`src/design/prdl_pkg.sv`:
```
// prdl_pkg: shared types and constants for the Pollard rho discrete-log block.
// Used by prdl_ctrl, prdl_datapath and the top level. No dependencies.
`default_nettype none

package prdl_pkg;

    // Width of group elements (modulus, generator, target, start x)
    localparam int MOD_BITS = 16;
    localparam int FIELD_W  = 16;

    localparam logic [FIELD_W-1:0] ELEM_MASK = (MOD_BITS >= FIELD_W) ?
        {FIELD_W{1'b1}} : FIELD_W'((64'd1 << MOD_BITS) - 64'd1);

    // One walk step: serial multiply and serial reductions, one bit per cycle
    localparam int WALK_STEPS = FIELD_W + 1;
    localparam int STEP_W     = $clog2(WALK_STEPS);

    localparam int S_TDATA_W = 3 * FIELD_W;
    localparam int M_TDATA_W = 7 * FIELD_W;
    localparam int M_TUSER_W = 2;
    localparam int CFG_IDX_W = 2;

    typedef enum logic [CFG_IDX_W-1:0] {
        REG_MODULUS   = 2'd0,
        REG_ORDER     = 2'd1,
        REG_GENERATOR = 2'd2,
        REG_TARGET    = 2'd3
    } cfg_reg_t;

    localparam logic [FIELD_W-1:0] RST_MODULUS   = 16'd127 & ELEM_MASK;
    localparam logic [FIELD_W-1:0] RST_ORDER     = 16'd126;
    localparam logic [FIELD_W-1:0] RST_GENERATOR = 16'd3 & ELEM_MASK;
    localparam logic [FIELD_W-1:0] RST_TARGET    = 16'd50 & ELEM_MASK;

    // Controller -> datapath
    typedef struct packed {
        logic load_in;     // capture start triple, clear flags and count
        logic walk_load;   // classify working triple, set up the serial units
        logic walk_step;   // one bit of multiply / reduce
        logic walk_store;  // write walk result back
        logic walk_fast;   // 1: walk the hare, 0: the tortoise
        logic iter_inc;
        logic set_bad;
        logic set_found;
        logic out_load;    // copy results into the output register
    } prdl_cmd_t;

    // Datapath -> controller
    typedef struct packed {
        logic bad_start;   // start x >= modulus
        logic more;        // iteration count + 1 < group order
        logic collide;     // tortoise x == hare x
    } prdl_status_t;

endpackage

`default_nettype wire

```
`src/design/prdl_ctrl.sv`:
```
// prdl_ctrl: sequencing FSM for the rho walk (three walks per iteration).
// Depends on prdl_pkg.
`default_nettype none

module prdl_ctrl (
    input  wire logic                   clk,
    input  wire logic                   rst_n,
    input  wire logic                   s_tvalid,
    output logic                        s_tready,
    output logic                        m_tvalid,
    input  wire logic                   m_tready,
    input  wire prdl_pkg::prdl_status_t status,
    output prdl_pkg::prdl_cmd_t         cmd
);
    import prdl_pkg::*;

    typedef enum logic [2:0] {
        ST_IDLE,
        ST_CHECK,
        ST_LOAD,
        ST_RUN,
        ST_STORE,
        ST_ITER,
        ST_DONE
    } state_t;

    state_t            state_reg, state_next;
    logic [STEP_W-1:0] step_reg, step_next;
    logic [1:0]        walk_reg, walk_next;   // 0: tortoise, 1..2: hare
    logic              out_valid_reg, out_valid_next;

    assign s_tready = (state_reg == ST_IDLE);
    assign m_tvalid = out_valid_reg;

    always_comb
    begin
        state_next = state_reg;
        step_next  = step_reg;
        walk_next  = walk_reg;
        cmd        = '0;
        cmd.walk_fast = (walk_reg != 2'd0);

        case (state_reg)
            ST_IDLE:
            begin
                if (s_tvalid)
                begin
                    cmd.load_in = 1'b1;
                    state_next  = ST_CHECK;
                end
            end
            ST_CHECK:
            begin
                walk_next = 2'd0;
                if (status.bad_start)
                begin
                    cmd.set_bad = 1'b1;
                    state_next  = ST_DONE;
                end
                else if (status.more)
                    state_next = ST_LOAD;
                else
                    state_next = ST_DONE;
            end
            ST_LOAD:
            begin
                cmd.walk_load = 1'b1;
                step_next     = '0;
                state_next    = ST_RUN;
            end
            ST_RUN:
            begin
                cmd.walk_step = 1'b1;
                if (step_reg == STEP_W'(WALK_STEPS - 1))
                    state_next = ST_STORE;
                else
                    step_next = step_reg + STEP_W'(1);
            end
            ST_STORE:
            begin
                cmd.walk_store = 1'b1;
                if (walk_reg == 2'd2)
                begin
                    cmd.iter_inc = 1'b1;
                    state_next   = ST_ITER;
                end
                else
                begin
                    walk_next  = walk_reg + 2'd1;
                    state_next = ST_LOAD;
                end
            end
            ST_ITER:
            begin
                walk_next = 2'd0;
                if (status.collide)
                begin
                    cmd.set_found = 1'b1;
                    state_next    = ST_DONE;
                end
                else if (status.more)
                    state_next = ST_LOAD;
                else
                    state_next = ST_DONE;
            end
            ST_DONE:
            begin
                // wait until the output register is free or being emptied
                if (!out_valid_reg || m_tready)
                begin
                    cmd.out_load = 1'b1;
                    state_next   = ST_IDLE;
                end
            end
            default:
                state_next = ST_IDLE;
        endcase

        if (cmd.out_load)
            out_valid_next = 1'b1;
        else if (m_tready)
            out_valid_next = 1'b0;
        else
            out_valid_next = out_valid_reg;
    end

    always_ff @(posedge clk or negedge rst_n)
    begin
        if (!rst_n)
        begin
            state_reg     <= ST_IDLE;
            step_reg      <= '0;
            walk_reg      <= '0;
            out_valid_reg <= 1'b0;
        end
        else
        begin
            state_reg     <= state_next;
            step_reg      <= step_next;
            walk_reg      <= walk_next;
            out_valid_reg <= out_valid_next;
        end
    end

endmodule

`default_nettype wire

```
`src/design/prdl_datapath.sv`:
```
// prdl_datapath: config registers, tortoise/hare triples, bit-serial modular
// multiplier and exponent reducers, output register. Depends on prdl_pkg.
`default_nettype none

module prdl_datapath (
    input  wire logic                     clk,
    input  wire logic                     rst_n,
    input  wire logic                     cfg_we,
    input  wire logic [1:0]               cfg_index,
    input  wire logic [15:0]              cfg_wdata,
    input  wire logic [47:0]              s_tdata,
    input  wire prdl_pkg::prdl_cmd_t      cmd,
    output prdl_pkg::prdl_status_t        status,
    output logic [111:0]                  m_tdata,
    output logic [1:0]                    m_tuser
);
    import prdl_pkg::*;

    localparam int W = FIELD_W;

    // x mod 3: 4 == 1 mod 3, so sum base-4 digits and fold
    function automatic logic [1:0] mod3(input logic [W-1:0] v);
        logic [5:0] s;
        logic [2:0] t;
        s = '0;
        for (int i = 0; i < W / 2; i++)
            s = s + {4'd0, v[2*i +: 2]};
        t = {1'b0, s[1:0]} + {1'b0, s[3:2]} + {1'b0, s[5:4]};
        if (t >= 3'd6)
            t = t - 3'd6;
        else if (t >= 3'd3)
            t = t - 3'd3;
        return t[1:0];
    endfunction

    // one restoring-remainder step: shift in a dividend bit, subtract once
    function automatic logic [W-1:0] red_step(input logic [W-1:0] rem,
                                              input logic bit_in,
                                              input logic [W-1:0] divisor);
        logic [W:0] t;
        t = {rem, bit_in};
        if (t >= {1'b0, divisor})
            t = t - {1'b0, divisor};
        return t[W-1:0];
    endfunction

    logic [W-1:0] modulus_reg, order_reg, gen_reg, tgt_reg;

    logic [W-1:0] sx_reg, sa_reg, sb_reg, fx_reg, fa_reg, fb_reg;
    logic [W-1:0] iter_reg;
    logic         found_reg, bad_reg;

    // walk working set
    logic [1:0]   cls_reg;
    logic [W-1:0] mcand_reg, acc_reg, keep_a_reg, keep_b_reg, rem_a_reg, rem_b_reg;
    logic [W:0]   mplier_reg, div_a_reg, div_b_reg;

    logic [W-1:0] out_iter_reg, out_sx_reg, out_sa_reg, out_sb_reg;
    logic [W-1:0] out_fx_reg, out_fa_reg, out_fb_reg;
    logic         out_found_reg, out_bad_reg;

    logic [W-1:0] cur_x, cur_a, cur_b;
    logic [1:0]   cur_cls;
    logic [W:0]   dbl, sum;
    logic [W-1:0] dbl_red, acc_next;
    logic [W-1:0] new_a, new_b;
    logic [W:0]   iter_p1;

    assign cur_x   = cmd.walk_fast ? fx_reg : sx_reg;
    assign cur_a   = cmd.walk_fast ? fa_reg : sa_reg;
    assign cur_b   = cmd.walk_fast ? fb_reg : sb_reg;
    assign cur_cls = mod3(cur_x);

    // multiplier step: acc = 2*acc mod m, then + mcand mod m if bit set
    always_comb
    begin
        dbl = {acc_reg, 1'b0};
        if (dbl >= {1'b0, modulus_reg})
            dbl = dbl - {1'b0, modulus_reg};
        dbl_red = dbl[W-1:0];
        sum = {1'b0, dbl_red} + {1'b0, mcand_reg};
        if (sum >= {1'b0, modulus_reg})
            sum = sum - {1'b0, modulus_reg};
        acc_next = mplier_reg[W] ? sum[W-1:0] : dbl_red;
    end

    // class 1 leaves b untouched, class 2 leaves a untouched
    assign new_a = (cls_reg == 2'd2) ? keep_a_reg : rem_a_reg;
    assign new_b = (cls_reg == 2'd1) ? keep_b_reg : rem_b_reg;

    assign iter_p1          = {1'b0, iter_reg} + {{W{1'b0}}, 1'b1};
    assign status.more      = iter_p1 < {1'b0, order_reg};
    assign status.collide   = (sx_reg == fx_reg);
    assign status.bad_start = (sx_reg >= modulus_reg);

    always_ff @(posedge clk or negedge rst_n)
    begin
        if (!rst_n)
        begin
            modulus_reg <= RST_MODULUS;
            order_reg   <= RST_ORDER;
            gen_reg     <= RST_GENERATOR;
            tgt_reg     <= RST_TARGET;
        end
        else if (cfg_we)
        begin
            case (cfg_reg_t'(cfg_index))
                REG_MODULUS:   modulus_reg <= cfg_wdata & ELEM_MASK;
                REG_ORDER:     order_reg   <= cfg_wdata;
                REG_GENERATOR: gen_reg     <= cfg_wdata & ELEM_MASK;
                REG_TARGET:    tgt_reg     <= cfg_wdata & ELEM_MASK;
                default:       modulus_reg <= modulus_reg;
            endcase
        end
    end

    always_ff @(posedge clk or negedge rst_n)
    begin
        if (!rst_n)
        begin
            found_reg <= 1'b0;
            bad_reg   <= 1'b0;
            iter_reg  <= '0;
        end
        else
        begin
            if (cmd.load_in)
            begin
                found_reg <= 1'b0;
                bad_reg   <= 1'b0;
                iter_reg  <= '0;
            end
            if (cmd.set_bad)
                bad_reg <= 1'b1;
            if (cmd.set_found)
                found_reg <= 1'b1;
            if (cmd.iter_inc)
                iter_reg <= iter_p1[W-1:0];
        end
    end

    // triples and serial units (payload, no reset)
    always_ff @(posedge clk)
    begin
        if (cmd.load_in)
        begin
            sx_reg <= s_tdata[W-1:0] & ELEM_MASK;
            sa_reg <= s_tdata[2*W-1:W];
            sb_reg <= s_tdata[3*W-1:2*W];
            fx_reg <= s_tdata[W-1:0] & ELEM_MASK;
            fa_reg <= s_tdata[2*W-1:W];
            fb_reg <= s_tdata[3*W-1:2*W];
        end
        else if (cmd.walk_store)
        begin
            if (cmd.walk_fast)
            begin
                fx_reg <= acc_reg;
                fa_reg <= new_a;
                fb_reg <= new_b;
            end
            else
            begin
                sx_reg <= acc_reg;
                sa_reg <= new_a;
                sb_reg <= new_b;
            end
        end

        if (cmd.walk_load)
        begin
            cls_reg    <= cur_cls;
            mcand_reg  <= cur_x;
            acc_reg    <= '0;
            keep_a_reg <= cur_a;
            keep_b_reg <= cur_b;
            rem_a_reg  <= '0;
            rem_b_reg  <= '0;
            case (cur_cls)
                2'd0:
                begin
                    mplier_reg <= {1'b0, cur_x};
                    div_a_reg  <= {cur_a, 1'b0};
                    div_b_reg  <= {cur_b, 1'b0};
                end
                2'd1:
                begin
                    mplier_reg <= {1'b0, gen_reg};
                    div_a_reg  <= {1'b0, cur_a} + {{W{1'b0}}, 1'b1};
                    div_b_reg  <= {1'b0, cur_b};
                end
                default:
                begin
                    mplier_reg <= {1'b0, tgt_reg};
                    div_a_reg  <= {1'b0, cur_a};
                    div_b_reg  <= {1'b0, cur_b} + {{W{1'b0}}, 1'b1};
                end
            endcase
        end
        else if (cmd.walk_step)
        begin
            acc_reg    <= acc_next;
            mplier_reg <= {mplier_reg[W-1:0], 1'b0};
            rem_a_reg  <= red_step(rem_a_reg, div_a_reg[W], order_reg);
            rem_b_reg  <= red_step(rem_b_reg, div_b_reg[W], order_reg);
            div_a_reg  <= {div_a_reg[W-1:0], 1'b0};
            div_b_reg  <= {div_b_reg[W-1:0], 1'b0};
        end

        if (cmd.out_load)
        begin
            out_found_reg <= found_reg;
            out_bad_reg   <= bad_reg;
            out_iter_reg  <= iter_reg;
            out_sx_reg    <= sx_reg;
            out_sa_reg    <= sa_reg;
            out_sb_reg    <= sb_reg;
            out_fx_reg    <= fx_reg;
            out_fa_reg    <= fa_reg;
            out_fb_reg    <= fb_reg;
        end
    end

    assign m_tdata = {out_fb_reg, out_fa_reg, out_fx_reg,
                      out_sb_reg, out_sa_reg, out_sx_reg, out_iter_reg};
    assign m_tuser = {out_bad_reg, out_found_reg};

endmodule

`default_nettype wire

```
`src/design/pollard_rho_dlog_collision_top.sv`:
```
// Pollard rho discrete-log collision search, top level.
// Each iteration runs three walks (setup, serial bit steps, write) and then the
//   collision and limit check; a bad start or group order <= 1 runs none.
// A new start triple is accepted only after the previous run hands its result to the output register.
// Reset (async, active low): config registers return to 127 / 126 / 3 / 50, FSM idle.
`default_nettype none

module pollard_rho_dlog_collision_top (
    input  wire logic          clk,
    input  wire logic          rst_n,
    // config write port: 0 modulus, 1 group_order, 2 generator, 3 target
    input  wire logic          cfg_we,
    input  wire logic [1:0]    cfg_index,
    input  wire logic [15:0]   cfg_wdata,
    // input beat
    input  wire logic          s_tvalid,
    output logic               s_tready,
    input  wire logic [47:0]   s_tdata,   // start_x, start_a, start_b
    // result beat
    output logic               m_tvalid,
    input  wire logic          m_tready,
    output logic [111:0]       m_tdata,   // iterations, slow_x, slow_a, slow_b,
                                          // fast_x, fast_a, fast_b
    output logic [1:0]         m_tuser    // found, bad_start
);
    import prdl_pkg::*;

    prdl_cmd_t    cmd;
    prdl_status_t status;

    // Controller: accept beat, bad-start / order check, three walks per
    // iteration (tortoise once, hare twice), collision and limit check,
    // then hand the result to the output register. The output register
    // holds a finished beat while the next start triple is accepted.
    prdl_ctrl u_ctrl (
        .clk      (clk),
        .rst_n    (rst_n),
        .s_tvalid (s_tvalid),
        .s_tready (s_tready),
        .m_tvalid (m_tvalid),
        .m_tready (m_tready),
        .status   (status),
        .cmd      (cmd)
    );

    // Datapath: config registers, both triples, serial x*y mod m with
    // the exponent reductions mod group order running alongside.
    prdl_datapath u_dp (
        .clk       (clk),
        .rst_n     (rst_n),
        .cfg_we    (cfg_we),
        .cfg_index (cfg_index),
        .cfg_wdata (cfg_wdata),
        .s_tdata   (s_tdata),
        .cmd       (cmd),
        .status    (status),
        .m_tdata   (m_tdata),
        .m_tuser   (m_tuser)
    );

endmodule

`default_nettype wire

```
`config.mk`:
```
export PLATFORM = sky130hd
export DESIGN_NAME = pollard_rho_dlog_collision_top
export DESIGN_NICKNAME = d
export VERILOG_FILES = /design/src/design/prdl_pkg.sv /design/src/design/prdl_ctrl.sv /design/src/design/prdl_datapath.sv /design/src/design/pollard_rho_dlog_collision_top.sv
export SDC_FILE = /design/constraint.sdc
export NUM_CORES = 1
export LEC_CHECK = 0
export ABC_AREA = 1
export BUFFER_PORTS_ARGS = -buffer_cell sky130_fd_sc_hd__buf_2
export CAP_MARGIN = 20
export CORE_MARGIN = 10
export CORE_UTILIZATION = 35
export CTS_CLUSTER_DIAMETER = 50
export DETAILED_ROUTE_END_ITERATION = 6
export PLACE_DENSITY = 0.52
export SETUP_SLACK_MARGIN = 0.4
export SYNTH_ARGS = -nofsm -noshare
export SYNTH_HDL_FRONTEND = slang
export SYNTH_SLANG_ARGS = --single-unit
export TNS_END_PERCENT = 1
```
`constraint.sdc`:
```
create_clock -name clk -period 12.4 [get_ports clk]
set_clock_uncertainty 0.1 [all_clocks]
set_input_delay 1.86 -clock clk [delete_from_list [all_inputs] [get_ports clk]]
set_output_delay 1.86 -clock clk [all_outputs]
set_load 0.05 [all_outputs]
```
==> run summary <==
DIE AREA -> 0.08108 mm2
slowest library cell on the worst path -> inv_2
wire length per cell -> 20.57 um
Slew Viols, Final -> 0
Setup violations, final -> 0
clock sink total -> 452
Crit Path Category -> flop to flop
Top Family by Delay on Critical Path -> adder cells
Die Ht -> 284.7 um
worst skew pair latency -> 0.64 ns
Synth Warn # -> 0
sequential cell area fraction in the yosys report -> 51.57%
actual slew at the worst max-slew pin -> 1.079 ns
Cell Rows -> 97
global-route wire length before repair -> 122100 um
Pint -> 4250 uW
clock root buffer master -> clkbuf_16
status -> finished, final reports clean
endpoint class of the critical path -> flop
Net Sw Frac -> 45.16%
largest net degree at the start of global routing -> 80
# Max-Cap Violations -> 0
gr usage total -> 19.37%
DIE WIDTH -> 284.7 um
DR vias -> 20130
initial antenna violation count -> 6
Min-Delay Path Class -> flop to flop
pre-CTS setup slack -> 3.504 ns
Syn Inst Count -> 2734
critical path arrival -> 9.30 ns
Via density -> 5.149
PwrDens -> 271.3 mW/mm2
ys async rst share -> 20.58%
Sw Pwr -> 3499 uW
Top-Level Pins -> 187
number of instances in the placed design -> 3790
clock power share -> 22.4%
Combinational Power Share -> 52.2%
Mapped Nets -> 2949
DRC -> 0
hold depth -> 0
CP max stage delay -> 0.69 ns
largest fanout on the critical path -> 38
final net count -> 3132
dpl hpwl -> 59300 um
final period utilization -> 71.95%
post-cts resize count -> 0
1st-iter DRT viols -> 1803
Setup Buffers After CTS -> 0
syn_area_per_cell -> 8.973 um2
GRT overflow -> 0
worst vdd rail ir drop -> 0.1573 mV
Final WS setup -> 3.479 ns
Initial Util -> 35.15%
core area -> 0.06979 mm2
CTS tree -> done
Hold Fails Final Rpt -> 0
Tmin final -> 8.921 ns
TritonRoute pass-1 iters -> 6
share of layout cells above drive strength 1 -> 12.80%
Synth Flop Type -> edfxtp_1
minimum hold slack -> 0.3508 ns
top post-synthesis cells by area -> edfxtp_1 38%, nand2_1 12%, dfrtp_1 7.7%
CP bufs+invs -> 9
Post-CTS Hold Buffers -> 0
leakage -> 0.01270 uW
Unique masters post-synth -> 57
Register-to-Register Path Depth -> 32
Sequential Power Share -> 25.3%
Routed Wire Length -> 80420 um
I/O Buffers -> 186
setup TNS -> 0 ns
Max Buffers Root-to-Sink -> 3
placer congestion estimate -> 0.8904
Stages on worst setup path -> 32
Clock transition at path regs -> 0.06 ns
Setup crit start kind -> flop
FMAX -> 112.1 MHz
synthesized area -> 0.02453 mm2
register bit total from synthesis -> 452
post-synth top area cell -> edfxtp_1
CTS buffer count -> 60
FILL cells -> 6876
H-tree levels -> 2
Yosys top cell area share -> 38.07%
CP required -> 12.78 ns
Post-DRT Antenna Nets -> 0
Slew Limit Headroom -> 27.31%
final cell count without fillers -> 3909
vias in the first global route -> 19770
number of synthesized flops with an enable pin -> 311
P&R area growth vs syn -> 16.44%
RSZ-0062 raised after global routing -> false
[kinds of logic (layout without fill, tap and decap cells)]
kind of cell | Yosys count | after routing | share of synthesized area (%)
simple gates | 1169 | 1169 | 19.94
buf+inv | 387 | 621 | 6.197
compound gates | 499 | 499 | 11.44
flops | 452 | 452 | 51.57
xor+xnor | 83 | 83 | 2.963
fa+ha+maj | 144 | 144 | 7.896
other cells | 0 | 1 | 0
[routing by layer]
| metal | vias to the layer above | routed length [um] | global-route usage, % |
|---|---|---|---|
| met3 | 115 | 5311 | 3.730 |
| met4 | 6 | 1795 | 4.789 |
| li1 | 9628 | - | - |
| met5 | - | 47 | 0 |
| met2 | 659 | 35930 | 30.32 |
| met1 | 9718 | 37330 | 27.20 |
[worst register-to-register path: cells and delay by family (launching register included)]
family                   cells  cell delay, ns
AO/OA/AOI/OAI                4            0.51
flip-flops                   1            0.37
buffers and inverters        9            1.58
adder cells (fa/ha/maj)     11            4.68
AND/OR/NAND/NOR              8            1.52
[Yosys cell counts, types with 3 or more instances]
| cell | n |
|---|---|
| inv_2 | 5 |
| nor2_1 | 112 |
| dfstp_2 | 18 |
| ha_1 | 126 |
| or2_2 | 19 |
| dfxtp_1 | 48 |
| nand3b_1 | 12 |
| nand3_1 | 201 |
| o21ai_2 | 5 |
| buf_6 | 3 |
| dfrtp_1 | 75 |
| fa_1 | 18 |
| a21o_1 | 12 |
| nor4_1 | 3 |
| a21oi_1 | 118 |
| o21ai_0 | 269 |
| buf_2 | 15 |
| nor2_2 | 8 |
| o22ai_1 | 16 |
| clkbuf_1 | 64 |
| buf_4 | 7 |
| nand4_1 | 18 |
| nor3_1 | 22 |
| inv_1 | 289 |
| a21boi_0 | 4 |
| o21ai_4 | 3 |
| a31oi_1 | 9 |
| xor2_1 | 52 |
| nand2_1 | 757 |
| and2_1 | 5 |
| a221oi_1 | 15 |
| o21ai_1 | 12 |
| nand2_2 | 4 |
| xnor2_1 | 31 |
| edfxtp_1 | 311 |
| o21a_1 | 7 |
| a2bb2oi_1 | 12 |
| buf_1 | 3 |
[placed cells by master (no fill, tap or decap), types with 6 or more instances in the layout]
cell         n
nand2_1    757
edfxtp_1   311
inv_1      289
o21ai_0    267
nand3_1    201
buf_2      185
ha_1       125
a21oi_1    118
nor2_1     111
dfrtp_1     75
clkbuf_16   62
xor2_1      52
dfxtp_1     48
xnor2_1     31
buf_4       23
nor3_1      22
or2_2       19
nand4_1     18
fa_1        18
dfstp_2     18
o22ai_1     16
a221oi_1    15
clkbuf_1    14
a21o_1      12
o21ai_1     12
nand3b_1    12
a2bb2oi_1   12
a31oi_1      9
o21a_1       7
nor2_2       6
clkinv_4     6
[per-stage QoR]
step	power, uW	utilization [%]	instance area (um2)
2_1_floorplan	4904	-	24530
3_3_place_gp	5966	37.88	26440
3_5_place_dp	5962	37.88	26440
4_1_cts	7733	40.75	28440
5_1_grt	8395	40.93	28560
6_report	7749	40.93	28560
[final timing paths]
| path | start | endpoint | slack [ns] |
|---|---|---|---|
| min | u_dp.fb_reg[3]$_DFFE_PP_ | u_dp.out_fb_reg[3]$_DFFE_PP_ | 0.35 |
| min reg2reg | u_dp.fb_reg[3]$_DFFE_PP_ | u_dp.out_fb_reg[3]$_DFFE_PP_ | 0.35 |
| min in group asynchronous | rst_n | u_dp.iter_reg[2]$_DFFE_PN0P_ | 0.98 |
| max in group asynchronous | rst_n | u_dp.gen_reg[0]$_DFFE_PN1P_ | 10.31 |
| max | u_ctrl.walk_reg[0]$_DFFE_PN0P_ | u_dp.div_a_reg[8]$_DFFE_PP_ | 3.48 |
| max reg2reg | u_ctrl.walk_reg[0]$_DFFE_PN0P_ | u_dp.div_a_reg[8]$_DFFE_PP_ | 3.48 |
[power groups by stage]
stage / combinational, uW / clock (uW) / sequential, uW
4_1_cts: 4000 / 1780 / 1960
3_3_place_gp: 3980 / 0 / 1990
2_1_floorplan: 2980 / 0 / 1930
5_1_grt: 4580 / 1840 / 1980
6_report: 4050 / 1740 / 1960
3_5_place_dp: 3980 / 0 / 1990
[layout make-up]
cell class | instances | area [um2] | area share [%]
clock buffer | 79 | 1645 | 5.760
sequential | 452 | 12650 | 44.28
timing repair buffer | 213 | 1221 | 4.275
inverter | 295 | 1107 | 3.876
multi-input combinational | 1895 | 10400 | 36.42
antenna | 1 | 2.502 | 0.008760
tap | 940 | 1176 | 4.117
clock inverter | 34 | 359.1 | 1.257
(Power assumes the default switching activity.)
